<file path="config.mk">
export PLATFORM = sky130hd
export DESIGN_NAME = pointer_gesture_recognizer
export DESIGN_NICKNAME = d
export VERILOG_FILES = /design/src/hdl/pgr_pkg.sv /design/src/hdl/pgr_ctrl.sv /design/src/hdl/pgr_dp.sv /design/src/hdl/pointer_gesture_recognizer.sv
export VERILOG_INCLUDE_DIRS = /design/src /design/src/hdl
export SDC_FILE = /design/constraint.sdc
export NUM_CORES = 2
export LEC_CHECK = 0
export CAP_MARGIN = 15
export CORE_MARGIN = 2
export CORE_UTILIZATION = 55
export CTS_BUF_LIST = sky130_fd_sc_hd__clkbuf_16
export CTS_CLUSTER_DIAMETER = 50
export DETAILED_ROUTE_END_ITERATION = 8
export DONT_BUFFER_PORTS = 1
export PLACE_DENSITY = 0.69
export SYNTH_ARGS = -nofsm -noshare
export SYNTH_HDL_FRONTEND = slang
export SYNTH_SLANG_ARGS = --single-unit
export TNS_END_PERCENT = 1
</file>
<file path="constraint.sdc">
create_clock -name clk -period 14.7 [get_ports clk]
set_input_delay 2.94 -clock clk [delete_from_list [all_inputs] [get_ports clk]]
set_output_delay 2.94 -clock clk [all_outputs]
set_load 0.05 [all_outputs]
</file>
<file path="src/hdl/pointer_gesture_recognizer_macros.svh">
// assertion macros for the pointer gesture recognizer
// expects clk and rst_n in the scope of each use
`ifndef POINTER_GESTURE_RECOGNIZER_MACROS_SVH
`define POINTER_GESTURE_RECOGNIZER_MACROS_SVH

// consequent checked in the same cycle
`define PGR_ASSERT_SAME(lbl, ante, cons, msg) \
  lbl: assert property (@(posedge clk) disable iff (!rst_n) (ante) |-> (cons)) \
    else $error(msg);

// consequent checked in the next cycle
`define PGR_ASSERT_NEXT(lbl, ante, cons, msg) \
  lbl: assert property (@(posedge clk) disable iff (!rst_n) (ante) |=> (cons)) \
    else $error(msg);

`endif

</file>
<file path="src/hdl/pgr_pkg.sv">
// shared types, codes and constants of the pointer gesture recognizer
// no dependencies
`default_nettype none
package pgr_pkg;

  localparam int unsigned MAX_POINTERS = 4;
  localparam int unsigned MAX_OUTPUTS  = 8;
  localparam int unsigned SLOT_W = $clog2(MAX_POINTERS);
  localparam int unsigned CNT_W  = $clog2(MAX_POINTERS + 1);
  localparam int unsigned NOUT_W = $clog2(MAX_OUTPUTS + 1);

  // actions
  localparam logic [2:0] ACT_DOWN   = 3'd0;
  localparam logic [2:0] ACT_MOVE   = 3'd1;
  localparam logic [2:0] ACT_UP     = 3'd2;
  localparam logic [2:0] ACT_CANCEL = 3'd3;
  localparam logic [2:0] ACT_WHEEL  = 3'd4;

  // result kinds
  localparam logic [2:0] KIND_PAN_MOVE = 3'd0;
  localparam logic [2:0] KIND_PAN_END  = 3'd1;
  localparam logic [2:0] KIND_TAP      = 3'd2;
  localparam logic [2:0] KIND_TRACK    = 3'd3;
  localparam logic [2:0] KIND_PINCH    = 3'd4;
  localparam logic [2:0] KIND_WHEEL    = 3'd5;

  localparam logic [1:0] STEP_ZERO = 2'b00;
  localparam logic [1:0] STEP_POS  = 2'b01;
  localparam logic [1:0] STEP_NEG  = 2'b11;

  // register indexes
  localparam logic [1:0] CFG_MOVE_THR   = 2'd0;
  localparam logic [1:0] CFG_TAP_WINDOW = 2'd1;
  localparam logic [1:0] CFG_TAP_RADIUS = 2'd2;
  localparam logic [1:0] CFG_PINCH_STEP = 2'd3;

  localparam logic [22:0] MOVE_THR_RST   = 23'd5243;
  localparam logic [15:0] TAP_WINDOW_RST = 16'd300;
  localparam logic [22:0] TAP_RADIUS_RST = 23'd19661;
  localparam logic [15:0] PINCH_STEP_RST = 16'd6554;
  localparam logic [31:0] Q16_ONE        = 32'h0001_0000;

  // squared distance stays below 2^50, so the root search starts at 4^24
  localparam int unsigned SQ_W = 50;
  localparam int unsigned SQRT_TOP_BIT = 48;

  typedef enum logic [1:0] {
    PH_IDLE  = 2'd0,
    PH_PRESS = 2'd1,
    PH_PAN   = 2'd2,
    PH_PINCH = 2'd3
  } phase_t;

  typedef enum logic [1:0] {
    SEL_SPREAD = 2'd0,
    SEL_PRESS  = 2'd1,
    SEL_TAP    = 2'd2
  } pt_sel_t;

  typedef enum logic [4:0] {
    OP_NONE,
    OP_LATCH,
    OP_FIND,
    OP_TBL_SET,
    OP_TBL_DEL,
    OP_SQ_X,
    OP_SQ_Y,
    OP_SUM_T,
    OP_SQRT_INIT,
    OP_SQRT_STEP,
    OP_DOWN_PINCH,
    OP_DOWN_PRESS,
    OP_PUP_MUL,
    OP_PDN_MUL,
    OP_EMIT_PUP,
    OP_EMIT_PDN,
    OP_EMIT_PAN,
    OP_UP_PAN,
    OP_UP_TRACK,
    OP_UP_TAP,
    OP_LEAVE,
    OP_CANCEL_PRIM,
    OP_EMIT_WHEEL,
    OP_FLUSH
  } dp_op_t;

  typedef struct packed {
    dp_op_t  op;
    pt_sel_t sel;
  } dp_cmd_t;

  typedef struct packed {
    logic [2:0] act;
    phase_t     phase;
    logic       hit;
    logic       cnt_ge2;
    logic       is_primary;
    logic       press_valid;
    logic       base_zero;
    logic       root_zero;
    logic       up_ok;
    logic       dn_ok;
    logic       dist_gt;
    logic       tap_time_ok;
    logic       sqrt_last;
    logic       n_full;
    logic       pend_valid;
    logic       out_free;
  } dp_sts_t;

  typedef enum logic [4:0] {
    ST_IDLE,
    ST_FIND,
    ST_DISPATCH,
    ST_DOWN_CHK,
    ST_PINCH_CHK,
    ST_SQ_X,
    ST_SQ_Y,
    ST_SUM,
    ST_AFTER,
    ST_SQRT,
    ST_SQRT_DONE,
    ST_PUP_MUL,
    ST_PUP_CMP,
    ST_PDN_MUL,
    ST_PDN_CMP,
    ST_EMIT_PAN,
    ST_UP_CHK,
    ST_EMIT_PANEND,
    ST_EMIT_TAP,
    ST_CANCEL_CHK,
    ST_EMIT_WHEEL,
    ST_FLUSH
  } ctrl_state_t;

endpackage
`default_nettype wire

</file>
<file path="src/hdl/pgr_ctrl.sv">
// sequencer of the pointer gesture recognizer
// depends on pgr_pkg
`default_nettype none
module pgr_ctrl (
  input  logic              clk,
  input  logic              rst_n,
  input  logic              in_valid,
  output logic              in_ready,
  input  pgr_pkg::dp_sts_t  sts,
  output pgr_pkg::dp_cmd_t  cmd
);
  import pgr_pkg::*;

  ctrl_state_t state_r, state_nxt;
  logic        spread_flow;

  always_ff @(posedge clk) begin
    if (!rst_n) begin
      state_r <= ST_IDLE;
    end else begin
      state_r <= state_nxt;
    end
  end

  // spread is needed by a down and by a move while pinching
  assign spread_flow = (sts.act == ACT_DOWN) ||
                       ((sts.act == ACT_MOVE) && (sts.phase == PH_PINCH));

  always_comb begin
    state_nxt = state_r;
    cmd.op    = OP_NONE;
    in_ready  = 1'b0;
    if (spread_flow) begin
      cmd.sel = SEL_SPREAD;
    end else if (sts.act == ACT_MOVE) begin
      cmd.sel = SEL_PRESS;
    end else begin
      cmd.sel = SEL_TAP;
    end
    case (state_r)
      ST_IDLE: begin
        in_ready = 1'b1;
        if (in_valid) begin
          cmd.op    = OP_LATCH;
          state_nxt = ST_FIND;
        end
      end
      ST_FIND: begin
        cmd.op    = OP_FIND;
        state_nxt = ST_DISPATCH;
      end
      ST_DISPATCH: begin
        case (sts.act)
          ACT_DOWN: begin
            cmd.op    = OP_TBL_SET;
            state_nxt = ST_DOWN_CHK;
          end
          ACT_MOVE: begin
            if (sts.phase == PH_PINCH) begin
              if (sts.hit) cmd.op = OP_TBL_SET;
              state_nxt = ST_PINCH_CHK;
            end else if (sts.is_primary && sts.press_valid) begin
              state_nxt = (sts.phase == PH_PRESS) ? ST_SQ_X : ST_EMIT_PAN;
            end else begin
              state_nxt = ST_IDLE;
            end
          end
          ACT_UP: begin
            cmd.op    = OP_TBL_DEL;
            state_nxt = ST_UP_CHK;
          end
          ACT_CANCEL: begin
            cmd.op    = OP_TBL_DEL;
            state_nxt = ST_CANCEL_CHK;
          end
          ACT_WHEEL: state_nxt = ST_EMIT_WHEEL;
          default:   state_nxt = ST_IDLE;
        endcase
      end
      ST_DOWN_CHK: begin
        if (sts.cnt_ge2) begin
          state_nxt = ST_SQ_X;
        end else begin
          cmd.op    = OP_DOWN_PRESS;
          state_nxt = ST_IDLE;
        end
      end
      ST_PINCH_CHK: begin
        state_nxt = (sts.base_zero || !sts.cnt_ge2) ? ST_IDLE : ST_SQ_X;
      end
      ST_SQ_X: begin
        cmd.op    = OP_SQ_X;
        state_nxt = ST_SQ_Y;
      end
      ST_SQ_Y: begin
        cmd.op    = OP_SQ_Y;
        state_nxt = ST_SUM;
      end
      ST_SUM: begin
        cmd.op    = OP_SUM_T;
        state_nxt = ST_AFTER;
      end
      ST_AFTER: begin
        if (spread_flow) begin
          cmd.op    = OP_SQRT_INIT;
          state_nxt = ST_SQRT;
        end else if (sts.act == ACT_MOVE) begin
          state_nxt = sts.dist_gt ? ST_EMIT_PAN : ST_IDLE;
        end else begin
          state_nxt = ST_EMIT_TAP;
        end
      end
      ST_SQRT: begin
        cmd.op = OP_SQRT_STEP;
        if (sts.sqrt_last) state_nxt = ST_SQRT_DONE;
      end
      ST_SQRT_DONE: begin
        if (sts.act == ACT_DOWN) begin
          cmd.op    = OP_DOWN_PINCH;
          state_nxt = ST_IDLE;
        end else if (sts.root_zero) begin
          state_nxt = ST_IDLE;
        end else begin
          cmd.op    = OP_PUP_MUL;
          state_nxt = ST_PUP_CMP;
        end
      end
      ST_PUP_MUL: begin
        cmd.op    = OP_PUP_MUL;
        state_nxt = ST_PUP_CMP;
      end
      ST_PUP_CMP: begin
        if (sts.n_full) begin
          state_nxt = ST_FLUSH;
        end else if (sts.up_ok) begin
          if (sts.out_free) begin
            cmd.op    = OP_EMIT_PUP;
            state_nxt = ST_PUP_MUL;
          end
        end else begin
          cmd.op    = OP_PDN_MUL;
          state_nxt = ST_PDN_CMP;
        end
      end
      ST_PDN_MUL: begin
        cmd.op    = OP_PDN_MUL;
        state_nxt = ST_PDN_CMP;
      end
      ST_PDN_CMP: begin
        if (sts.n_full || !sts.dn_ok) begin
          state_nxt = ST_FLUSH;
        end else if (sts.out_free) begin
          cmd.op    = OP_EMIT_PDN;
          state_nxt = ST_PDN_MUL;
        end
      end
      ST_EMIT_PAN: begin
        if (sts.out_free) begin
          cmd.op    = OP_EMIT_PAN;
          state_nxt = ST_FLUSH;
        end
      end
      ST_UP_CHK: begin
        if (sts.phase == PH_PINCH) begin
          cmd.op    = OP_LEAVE;
          state_nxt = ST_IDLE;
        end else if (sts.is_primary && sts.press_valid) begin
          state_nxt = (sts.phase == PH_PAN) ? ST_EMIT_PANEND : ST_SQ_X;
        end else begin
          state_nxt = ST_IDLE;
        end
      end
      ST_EMIT_PANEND: begin
        if (sts.out_free) begin
          cmd.op    = OP_UP_PAN;
          state_nxt = ST_FLUSH;
        end
      end
      ST_EMIT_TAP: begin
        if (sts.out_free) begin
          cmd.op    = (sts.tap_time_ok && !sts.dist_gt) ? OP_UP_TRACK : OP_UP_TAP;
          state_nxt = ST_FLUSH;
        end
      end
      ST_CANCEL_CHK: begin
        if (sts.phase == PH_PINCH) begin
          cmd.op = OP_LEAVE;
        end else if (sts.is_primary) begin
          cmd.op = OP_CANCEL_PRIM;
        end
        state_nxt = ST_IDLE;
      end
      ST_EMIT_WHEEL: begin
        if (sts.out_free) begin
          cmd.op    = OP_EMIT_WHEEL;
          state_nxt = ST_FLUSH;
        end
      end
      ST_FLUSH: begin
        if (!sts.pend_valid) begin
          state_nxt = ST_IDLE;
        end else if (sts.out_free) begin
          cmd.op    = OP_FLUSH;
          state_nxt = ST_IDLE;
        end
      end
      default: state_nxt = ST_IDLE;
    endcase
  end

endmodule
`default_nettype wire

</file>
<file path="src/hdl/pgr_dp.sv">
// datapath of the pointer gesture recognizer: pointer table, gesture state,
// shared multiplier, root unit, pending and output result registers
// depends on pgr_pkg
`default_nettype none
module pgr_dp (
  input  logic                clk,
  input  logic                rst_n,
  input  logic [2:0]          in_action,
  input  logic [31:0]         in_pointer_id,
  input  logic signed [23:0]  in_pos_x,
  input  logic signed [23:0]  in_pos_y,
  input  logic [31:0]         in_time_ms,
  input  logic                in_wheel_negative,
  input  logic                cfg_valid,
  output logic                cfg_ready,
  input  logic [1:0]          cfg_index,
  input  logic [22:0]         cfg_data,
  output logic                out_valid,
  input  logic                out_ready,
  output logic [2:0]          out_kind,
  output logic signed [23:0]  out_out_x,
  output logic signed [23:0]  out_out_y,
  output logic signed [1:0]   out_step_delta,
  output logic                out_last,
  input  pgr_pkg::dp_cmd_t    cmd,
  output pgr_pkg::dp_sts_t    sts
);
  import pgr_pkg::*;

  // configuration
  logic [22:0] move_thr_r, tap_radius_r;
  logic [15:0] tap_window_r, pinch_step_r;

  // latched word
  logic [2:0]  act_r;
  logic [31:0] id_r, t_r;
  logic [23:0] x_r, y_r;
  logic        wneg_r;

  // pointer table
  logic [31:0] ids_r [MAX_POINTERS];
  logic [23:0] xs_r  [MAX_POINTERS];
  logic [23:0] ys_r  [MAX_POINTERS];
  logic [CNT_W-1:0]  cnt_r;
  logic              hit_r, hit_c;
  logic [SLOT_W-1:0] slot_r, slot_c;

  // gesture state
  phase_t      phase_r;
  logic [31:0] prim_r;
  logic        pv_r, press_valid_r, ptv_r;
  logic [23:0] press_x_r, press_y_r, prior_x_r, prior_y_r;
  logic [31:0] prior_t_r, level_r;
  logic [24:0] base_r;

  // arithmetic
  logic [SQ_W-1:0] acc_r, rem_r, root_r, bit_r;
  logic [57:0]     prod_r;
  logic [32:0]     mul_a;
  logic [24:0]     mul_b;
  logic [23:0]     ax, ay, bx, by;
  logic [24:0]     dx, dy, absx, absy;
  logic [22:0]     thr;
  logic [SQ_W:0]   rb;
  logic [15:0]     step_eff;
  logic [32:0]     nxt_up;
  logic [31:0]     nxt_dn;
  logic [57:0]     cur_sh;

  // results
  logic [NOUT_W-1:0] n_r;
  logic              pend_valid_r, out_valid_r;
  logic [2:0]        pend_kind_r;
  logic [23:0]       pend_x_r, pend_y_r;
  logic [1:0]        pend_d_r;
  logic              emit_en;
  logic [2:0]        emit_kind;
  logic [23:0]       emit_x, emit_y;
  logic [1:0]        emit_d;
  logic              out_free;

  assign cfg_ready = 1'b1;
  assign out_valid = out_valid_r;
  assign out_free  = !out_valid_r || out_ready;

  always_comb begin
    hit_c  = 1'b0;
    slot_c = '0;
    for (int i = MAX_POINTERS - 1; i >= 0; i--) begin
      if ((CNT_W'(i) < cnt_r) && (ids_r[i] == id_r)) begin
        hit_c  = 1'b1;
        slot_c = SLOT_W'(i);
      end
    end
  end

  // operand points for the squared distance
  always_comb begin
    case (cmd.sel)
      SEL_SPREAD: begin
        ax = xs_r[0]; ay = ys_r[0]; bx = xs_r[1]; by = ys_r[1];
      end
      SEL_PRESS: begin
        ax = press_x_r; ay = press_y_r; bx = x_r; by = y_r;
      end
      default: begin
        ax = prior_x_r; ay = prior_y_r; bx = x_r; by = y_r;
      end
    endcase
    thr = (cmd.sel == SEL_TAP) ? tap_radius_r : move_thr_r;
  end

  assign dx   = {ax[23], ax} - {bx[23], bx};
  assign dy   = {ay[23], ay} - {by[23], by};
  assign absx = dx[24] ? (~dx + 25'd1) : dx;
  assign absy = dy[24] ? (~dy + 25'd1) : dy;

  assign step_eff = (pinch_step_r == 16'd0) ? 16'd1 : pinch_step_r;
  assign nxt_up   = {1'b0, level_r} + {17'd0, step_eff};
  assign nxt_dn   = level_r - {16'd0, step_eff};
  assign cur_sh   = {17'd0, root_r[24:0], 16'd0};
  assign rb       = {1'b0, root_r} + {1'b0, bit_r};

  always_comb begin
    case (cmd.op)
      OP_SQ_X:    begin mul_a = {8'd0, absx};        mul_b = absx;          end
      OP_SQ_Y:    begin mul_a = {8'd0, absy};        mul_b = absy;          end
      OP_SUM_T:   begin mul_a = {10'd0, thr};        mul_b = {2'd0, thr};   end
      OP_PUP_MUL: begin mul_a = nxt_up;              mul_b = base_r;        end
      OP_PDN_MUL: begin mul_a = {1'b0, nxt_dn};      mul_b = base_r;        end
      default:    begin mul_a = '0;                  mul_b = '0;            end
    endcase
  end

  // result placed in the pending register by this op
  always_comb begin
    emit_en   = 1'b1;
    emit_kind = KIND_PAN_MOVE;
    emit_x    = x_r;
    emit_y    = y_r;
    emit_d    = STEP_ZERO;
    case (cmd.op)
      OP_EMIT_PAN: emit_kind = KIND_PAN_MOVE;
      OP_UP_PAN:   emit_kind = KIND_PAN_END;
      OP_UP_TRACK: emit_kind = KIND_TRACK;
      OP_UP_TAP:   emit_kind = KIND_TAP;
      OP_EMIT_PUP, OP_EMIT_PDN, OP_EMIT_WHEEL: begin
        emit_kind = (cmd.op == OP_EMIT_WHEEL) ? KIND_WHEEL : KIND_PINCH;
        emit_x    = '0;
        emit_y    = '0;
        if (cmd.op == OP_EMIT_PUP) begin
          emit_d = STEP_POS;
        end else if (cmd.op == OP_EMIT_PDN) begin
          emit_d = STEP_NEG;
        end else begin
          emit_d = wneg_r ? STEP_POS : STEP_NEG;
        end
      end
      default: emit_en = 1'b0;
    endcase
  end

  always_comb begin
    sts.act         = act_r;
    sts.phase       = phase_r;
    sts.hit         = hit_r;
    sts.cnt_ge2     = cnt_r >= CNT_W'(2);
    sts.is_primary  = pv_r && (id_r == prim_r);
    sts.press_valid = press_valid_r;
    sts.base_zero   = base_r == '0;
    sts.root_zero   = root_r == '0;
    sts.up_ok       = !nxt_up[32] && (cur_sh >= prod_r);
    sts.dn_ok       = (level_r > {16'd0, step_eff}) && (cur_sh <= prod_r);
    sts.dist_gt     = {8'd0, acc_r} > prod_r;
    sts.tap_time_ok = ptv_r && ((t_r - prior_t_r) <= {16'd0, tap_window_r});
    sts.sqrt_last   = bit_r[0];
    sts.n_full      = n_r == NOUT_W'(MAX_OUTPUTS);
    sts.pend_valid  = pend_valid_r;
    sts.out_free    = out_free;
  end

  // control state with reset
  always_ff @(posedge clk) begin
    if (!rst_n) begin
      move_thr_r    <= MOVE_THR_RST;
      tap_window_r  <= TAP_WINDOW_RST;
      tap_radius_r  <= TAP_RADIUS_RST;
      pinch_step_r  <= PINCH_STEP_RST;
      cnt_r         <= '0;
      phase_r       <= PH_IDLE;
      prim_r        <= '0;
      pv_r          <= 1'b0;
      press_valid_r <= 1'b0;
      press_x_r     <= '0;
      press_y_r     <= '0;
      base_r        <= '0;
      level_r       <= Q16_ONE;
      ptv_r         <= 1'b0;
      prior_x_r     <= '0;
      prior_y_r     <= '0;
      prior_t_r     <= '0;
      n_r           <= '0;
      pend_valid_r  <= 1'b0;
      out_valid_r   <= 1'b0;
    end else begin
      if (cfg_valid) begin
        case (cfg_index)
          CFG_MOVE_THR:   move_thr_r   <= cfg_data;
          CFG_TAP_WINDOW: tap_window_r <= cfg_data[15:0];
          CFG_TAP_RADIUS: tap_radius_r <= cfg_data;
          CFG_PINCH_STEP: pinch_step_r <= cfg_data[15:0];
          default: ;
        endcase
      end
      // output register loads on a push from pending, else drains on ready
      if ((emit_en && pend_valid_r) || (cmd.op == OP_FLUSH)) begin
        out_valid_r <= 1'b1;
      end else if (out_ready) begin
        out_valid_r <= 1'b0;
      end
      if (emit_en) begin
        pend_valid_r <= 1'b1;
        n_r          <= n_r + NOUT_W'(1);
      end
      case (cmd.op)
        OP_LATCH: n_r <= '0;
        OP_TBL_SET: if (!hit_r && (cnt_r < CNT_W'(MAX_POINTERS))) cnt_r <= cnt_r + CNT_W'(1);
        OP_TBL_DEL: if (hit_r) cnt_r <= cnt_r - CNT_W'(1);
        OP_DOWN_PINCH: begin
          phase_r       <= PH_PINCH;
          pv_r          <= 1'b0;
          press_valid_r <= 1'b0;
          base_r        <= root_r[24:0];
          level_r       <= Q16_ONE;
        end
        OP_DOWN_PRESS: begin
          phase_r       <= PH_PRESS;
          prim_r        <= id_r;
          pv_r          <= 1'b1;
          press_valid_r <= 1'b1;
          press_x_r     <= x_r;
          press_y_r     <= y_r;
        end
        OP_EMIT_PUP: level_r <= nxt_up[31:0];
        OP_EMIT_PDN: level_r <= nxt_dn;
        OP_EMIT_PAN: phase_r <= PH_PAN;
        OP_UP_PAN, OP_UP_TRACK, OP_CANCEL_PRIM: begin
          phase_r       <= PH_IDLE;
          pv_r          <= 1'b0;
          press_valid_r <= 1'b0;
          if (cmd.op != OP_CANCEL_PRIM) ptv_r <= 1'b0;
        end
        OP_UP_TAP: begin
          phase_r       <= PH_IDLE;
          pv_r          <= 1'b0;
          press_valid_r <= 1'b0;
          ptv_r         <= 1'b1;
          prior_x_r     <= x_r;
          prior_y_r     <= y_r;
          prior_t_r     <= t_r;
        end
        OP_LEAVE: begin
          if (cnt_r < CNT_W'(2)) begin
            phase_r <= PH_IDLE;
            pv_r    <= 1'b0;
            base_r  <= '0;
          end
        end
        OP_FLUSH: pend_valid_r <= 1'b0;
        default: ;
      endcase
    end
  end

  // payload registers
  always_ff @(posedge clk) begin
    if (cmd.op == OP_LATCH) begin
      act_r  <= in_action;
      id_r   <= in_pointer_id;
      x_r    <= in_pos_x;
      y_r    <= in_pos_y;
      t_r    <= in_time_ms;
      wneg_r <= in_wheel_negative;
    end
    if (cmd.op == OP_FIND) begin
      hit_r  <= hit_c;
      slot_r <= slot_c;
    end
    if (cmd.op == OP_TBL_SET) begin
      if (hit_r) begin
        ids_r[slot_r] <= id_r;
        xs_r[slot_r]  <= x_r;
        ys_r[slot_r]  <= y_r;
      end else if (cnt_r < CNT_W'(MAX_POINTERS)) begin
        ids_r[cnt_r[SLOT_W-1:0]] <= id_r;
        xs_r[cnt_r[SLOT_W-1:0]]  <= x_r;
        ys_r[cnt_r[SLOT_W-1:0]]  <= y_r;
      end
    end
    if (cmd.op == OP_TBL_DEL && hit_r) begin
      for (int i = 0; i < MAX_POINTERS - 1; i++) begin
        if ((SLOT_W'(i) >= slot_r) && (CNT_W'(i + 1) < cnt_r)) begin
          ids_r[i] <= ids_r[i + 1];
          xs_r[i]  <= xs_r[i + 1];
          ys_r[i]  <= ys_r[i + 1];
        end
      end
    end
    case (cmd.op)
      OP_SQ_X, OP_PUP_MUL, OP_PDN_MUL: prod_r <= mul_a * mul_b;
      OP_SQ_Y: begin
        acc_r  <= prod_r[SQ_W-1:0];
        prod_r <= mul_a * mul_b;
      end
      OP_SUM_T: begin
        acc_r  <= acc_r + prod_r[SQ_W-1:0];
        prod_r <= mul_a * mul_b;
      end
      OP_SQRT_INIT: begin
        rem_r  <= acc_r;
        root_r <= '0;
        bit_r  <= SQ_W'(1) << SQRT_TOP_BIT;
      end
      OP_SQRT_STEP: begin
        if ({1'b0, rem_r} >= rb) begin
          rem_r  <= rem_r - rb[SQ_W-1:0];
          root_r <= (root_r >> 1) + bit_r;
        end else begin
          root_r <= root_r >> 1;
        end
        bit_r <= bit_r >> 2;
      end
      default: ;
    endcase
    if (emit_en) begin
      if (pend_valid_r) begin
        out_kind       <= pend_kind_r;
        out_out_x      <= pend_x_r;
        out_out_y      <= pend_y_r;
        out_step_delta <= pend_d_r;
        out_last       <= 1'b0;
      end
      pend_kind_r <= emit_kind;
      pend_x_r    <= emit_x;
      pend_y_r    <= emit_y;
      pend_d_r    <= emit_d;
    end
    if (cmd.op == OP_FLUSH) begin
      out_kind       <= pend_kind_r;
      out_out_x      <= pend_x_r;
      out_out_y      <= pend_y_r;
      out_step_delta <= pend_d_r;
      out_last       <= 1'b1;
    end
  end

endmodule
`default_nettype wire

</file>
<file path="src/hdl/pointer_gesture_recognizer.sv">
// top level of the pointer gesture recognizer
// depends on pgr_pkg, pgr_ctrl, pgr_dp and pointer_gesture_recognizer_macros.svh
//
//  channel  direction  handshake          word
//  in_      input      in_valid/ready     action, id, position, time, wheel sign
//  out_     output     out_valid/ready    kind, position, step, last marker
//  cfg_     input      cfg_valid/ready    register index and data
//
// the longest items are pinch events that compute the spread; the 25-step root
// unit and the pinch step loop, a multiply state and a compare state per step,
// set their length
// reset is synchronous on rst_n; table entries are not cleared, only the count
// a new word is taken once the last result sits in the output register;
// a stalled output holds the sequencer at the next result
`default_nettype none
module pointer_gesture_recognizer (
  input  logic               clk,
  input  logic               rst_n,
  input  logic               in_valid,
  output logic               in_ready,
  input  logic [2:0]         in_action,
  input  logic [31:0]        in_pointer_id,
  input  logic signed [23:0] in_pos_x,
  input  logic signed [23:0] in_pos_y,
  input  logic [31:0]        in_time_ms,
  input  logic               in_wheel_negative,
  output logic               out_valid,
  input  logic               out_ready,
  output logic [2:0]         out_kind,
  output logic signed [23:0] out_out_x,
  output logic signed [23:0] out_out_y,
  output logic signed [1:0]  out_step_delta,
  output logic               out_last,
  input  logic               cfg_valid,
  output logic               cfg_ready,
  input  logic [1:0]         cfg_index,
  input  logic [22:0]        cfg_data
);
  import pgr_pkg::*;

  // command and status between sequencer and datapath
  dp_cmd_t cmd;
  dp_sts_t sts;
  logic    result_op;

  pgr_ctrl u_ctrl (
    .clk      (clk),
    .rst_n    (rst_n),
    .in_valid (in_valid),
    .in_ready (in_ready),
    .sts      (sts),
    .cmd      (cmd)
  );

  pgr_dp u_dp (
    .clk               (clk),
    .rst_n             (rst_n),
    .in_action         (in_action),
    .in_pointer_id     (in_pointer_id),
    .in_pos_x          (in_pos_x),
    .in_pos_y          (in_pos_y),
    .in_time_ms        (in_time_ms),
    .in_wheel_negative (in_wheel_negative),
    .cfg_valid         (cfg_valid),
    .cfg_ready         (cfg_ready),
    .cfg_index         (cfg_index),
    .cfg_data          (cfg_data),
    .out_valid         (out_valid),
    .out_ready         (out_ready),
    .out_kind          (out_kind),
    .out_out_x         (out_out_x),
    .out_out_y         (out_out_y),
    .out_step_delta    (out_step_delta),
    .out_last          (out_last),
    .cmd               (cmd),
    .sts               (sts)
  );

  // ops that write a result toward the output register
  assign result_op = (cmd.op == OP_EMIT_PAN) || (cmd.op == OP_EMIT_PUP) ||
                     (cmd.op == OP_EMIT_PDN) || (cmd.op == OP_UP_PAN) ||
                     (cmd.op == OP_UP_TAP) || (cmd.op == OP_UP_TRACK) ||
                     (cmd.op == OP_EMIT_WHEEL) || (cmd.op == OP_FLUSH);

`include "pointer_gesture_recognizer_macros.svh"

  // no result of the previous word may linger when a new one is taken
  `PGR_ASSERT_SAME(a_no_stale_pending, in_ready, !sts.pend_valid, "pending result at accept")

  // results only move into the output register when it has room
  `PGR_ASSERT_SAME(a_emit_has_room, result_op, sts.out_free, "result into full output register")

  // an accepted word is looked up in the table next
  `PGR_ASSERT_NEXT(a_lookup_after_accept, in_valid && in_ready, cmd.op == OP_FIND, "no table lookup after accept")

endmodule
`default_nettype wire
</file>
==> impl_metrics.toml <==
[worst_setup_path]
critical_path.max_fanout = 15
cp_common_cell = "fa_1"
critPathLaunch = "u_dp.act_r[1]"
start_kind = "flip-flop"
r2r_slack_ns = 0.55
crit_required_ns = 15.25
r2r_cells = 41
path_class = "reg2reg"
r2r_end = "u_dp.prod_r[54]"
slowest_delay_ns = 0.74
end_kind = "flip-flop"
endpoint = "u_dp.prod_r[54]"
arrival_ns = 14.70
slowest_stage = "a21o_1"
reg2reg_from = "u_dp.act_r[1]"

[route]
drt_wl_total_um = 283000
drtIter0Drc = 6728
drc = 0
wire_per_inst_um = 24.1
dr.max_layer_used = "met5"
dr.pass1.iters = 6
via_per_inst = 6.05
vias = 70800
dr_wl_met2_um = 130000
drt-met1-wl_um = 111000
met3WireLength_um = 25700
ant_nets = 0

[synth]
yosys.area_share.simple_pct = 15.0
synth_top_family_by_area = "adder cells"
syn_area_per_cell_um2 = 9.39
synth-edff-count = 778
synth_fa_ha_area_share_pct = 23.7
synth_compound_area_share_pct = 12.7
yosysUniqueCellTypes = 111
ys_seq_area_share_pct = 32.9
yosysTopAreaCellShare_pct = 25.9
synth_seq_cells = 1093
synth.mux.area_fraction_pct = 3.81
ys_warn_count = 0
synth_fp_nets = 11000
yosys.area_share.xor_xnor_pct = 5.02
synthTopCellsByArea = "edfxtp_1 26%, fa_1 16%, ha_1 7.7%"
netlist.top_cell.by_area = "edfxtp_1"
syn_area_um2 = 90100
syn_inst = 9597
synthArstFlopShare_pct = 0
synth_ff_type = "edfxtp_1"

[sta]
timing.fmax_ghz = 0.0707
setup_violations = 0
skew_ns = 0.0556
worstMarginPinSlew_ns = 1.34
rsz0062_at_grt = "no"
period_needed_ns = 14.15
setup_tns_ns = 0
setup_slack_ns = 0.551
final-hold-violation-count = 0
slew_headroom_pct = 10.8
post-route-period-util_pct = 96.3
slew_viol_final = 0

[finish]
layout_commonest_cell = "nand2_1"
area_delta_synth_final_pct = 7.85
layout_common_cells = "1379 x nand2_1, 1128 x inv_1, 778 x edfxtp_1"
fill_cells = 13800
drive_gt1_share_pct = 8.31
final_area_um2 = 97200
fin_nets = 10800

[place]
placed_area_um2 = 92400
place_congestion = 1.02
pre_cts_ws_ns = 0.421
io_buffers = 0
hpwl_um = 212000

[floorplan]
initial_core_util_pct = 55.4
dieArea_um2 = 167000
row_count = 148
ioPinCount = 203
die_w_um = 409
die_h_um = 409
coreArea_um2 = 163000

[pwr]
peakVddDrop_v = 0.000181
p_per_area_nw_per_um2 = 135
p_leak_nw = 40.4

[clocking]
ctsHoldBuffers = 0
clkTransAtPathRegs_ns = 0.06
htreeDepth = 4
clk-insertion-delay-late_ns = 0.84
cts-root-buf = "clkbuf_16"
cts_sinks = 1093
cts_max_path_buffers = 3
numCtsBuffers = 141
cts_tree = "built"
post_cts_buffers = 0

[status]
status = "finished clean"

[min_path]
worstHoldPathType = "reg2reg"

[global_routing]
grt_max_degree = 115
antenna_found_initial = 12
overflow = 0
track_usage_pct = 33.5
grt_pass1_vias = 71000
grt_pass1_wl_um = 429000

[flow_run]
cap_violations = 0
## layer usage
metal  vias to the layer above  global-route usage (%)
met5                         -                   0.374
met4                        10                    16.3
met3                       726                    8.22
met2                      3116                    53.9
met1                     34900                    42.2
li1                      32100                       -
## metrics by stage
step           hold WS [ns]  std cells  power [mW]  util (%)
2_1_floorplan         0.400       9597        7.81         -
3_3_place_gp          0.402      11400        9.48      56.7
3_5_place_dp          0.405      11400        9.56      56.8
4_1_cts               0.415      11700        13.1      59.7
5_1_grt               0.419      11700        13.7      59.7
6_report              0.416      11700        13.1      59.7
## repair_timing
| action | 4_1_cts | 5_1_grt |
|---|---|---|
| resized for setup | 0 | 3 |
| endpoints found under the hold margin | 0 | 0 |
| endpoints found under the setup margin | 0 | 4 |
## area by class of cell
cell class	count	area, µm²	area share, %
Sequential cell	1093	29700	30.5
Tap cell	2175	2720	2.80
Clock buffer	141	3530	3.63
Multi-Input combinational cell	6893	54500	56.1
Antenna cell	7	17.5	0.0180
Timing Repair Buffer	167	1280	1.31
Clock inverter	119	1230	1.27
Inverter	1111	4180	4.30
## Yosys cell counts, types with 21 or more instances
library cell  count
o21bai_1         59
o21a_1           52
dfxtp_1         315
a22o_1           30
buf_2            49
a21o_1          125
and2_1          184
clkbuf_1        410
nor3_1          110
a221o_1          25
nand2_1        1383
nor4_1           91
xor2_1          253
nand4_1          83
a21oi_1         601
ha_1            558
or3_1            30
nand2b_1         89
or2_2            25
fa_1            717
xnor2_1         263
and3_1           42
inv_1          1110
nor2b_1          59
edfxtp_1        778
o31ai_1          38
a221oi_1         21
mux2_2          244
nand3_1         107
nor2_1          720
buf_1            34
a211oi_1         69
o211ai_1         38
o22ai_1          37
o21ai_0         309
a31o_2           21
a31oi_1         114
mux2i_1          67
## flip-flops by register name, summed over array words and instances (netlist names), 24 cells and up
register,flops
u_dp.ids_r,128
u_dp.root_r,50
u_dp.press_y_r,24
u_dp.prior_x_r,24
u_dp.prim_r,32
u_dp.y_r,24
u_dp.pend_x_r,24
u_dp.base_r,25
u_dp.out_out_x,24
u_dp.press_x_r,24
u_dp.prod_r,58
u_dp.ys_r,96
u_dp.pend_y_r,24
u_dp.prior_y_r,24
u_dp.prior_t_r,32
u_dp.t_r,32
u_dp.acc_r,50
u_dp.level_r,32
u_dp.id_r,32
u_dp.x_r,24
u_dp.bit_r,25
u_dp.xs_r,96
u_dp.out_out_y,24
u_dp.rem_r,50
## cells by family after synthesis
| logic type | after synthesis |
|---|---|
| simple gates | 3016 |
| compound gates | 1773 |
| buf+inv | 1611 |
| fa+ha+maj | 1275 |
| flops | 1093 |
| xor+xnor | 516 |
| mux | 312 |
| other cells | 1 |
## worst max-delay path: cells and delay by family (launching register included)
family / cells / cell delay [ns]
and+or+nand+nor: 10 / 3.25
adders and majority gates: 10 / 4.60
DFF: 1 / 0.53
buffers and inverters: 5 / 0.29
muxes: 1 / 0.41
xor gates and xnor gates: 2 / 0.31
AOI/OAI and AO/OA: 13 / 4.46
## report_power, final
part | leakage, nW | internal (mW) | switching (mW)
combinational | 28.4 | 1.88 | 3.60
sequential | 9.63 | 3.75 | 0.425
clock | 2.37 | 2.00 | 1.48
## how the worst min path moves through the flow
stage / start / endpoint / slack (ns) / cells after the start
after floorplan: u_dp.pend_kind_r[0] / u_dp.out_kind[0] / 0.40 / 0
after global placement: u_dp.pend_x_r[11] / u_dp.out_out_x[11] / 0.40 / 0
after detailed placement: u_dp.pend_x_r[15] / u_dp.out_out_x[15] / 0.40 / 0
after CTS: u_dp.pend_x_r[19] / u_dp.out_out_x[19] / 0.42 / 0
after global routing: u_dp.pend_y_r[6] / u_dp.out_out_y[6] / 0.42 / 0
final: u_dp.pend_x_r[10] / u_dp.out_out_x[10] / 0.42 / 0
Note: power is estimated with default switching activity, not from simulation.
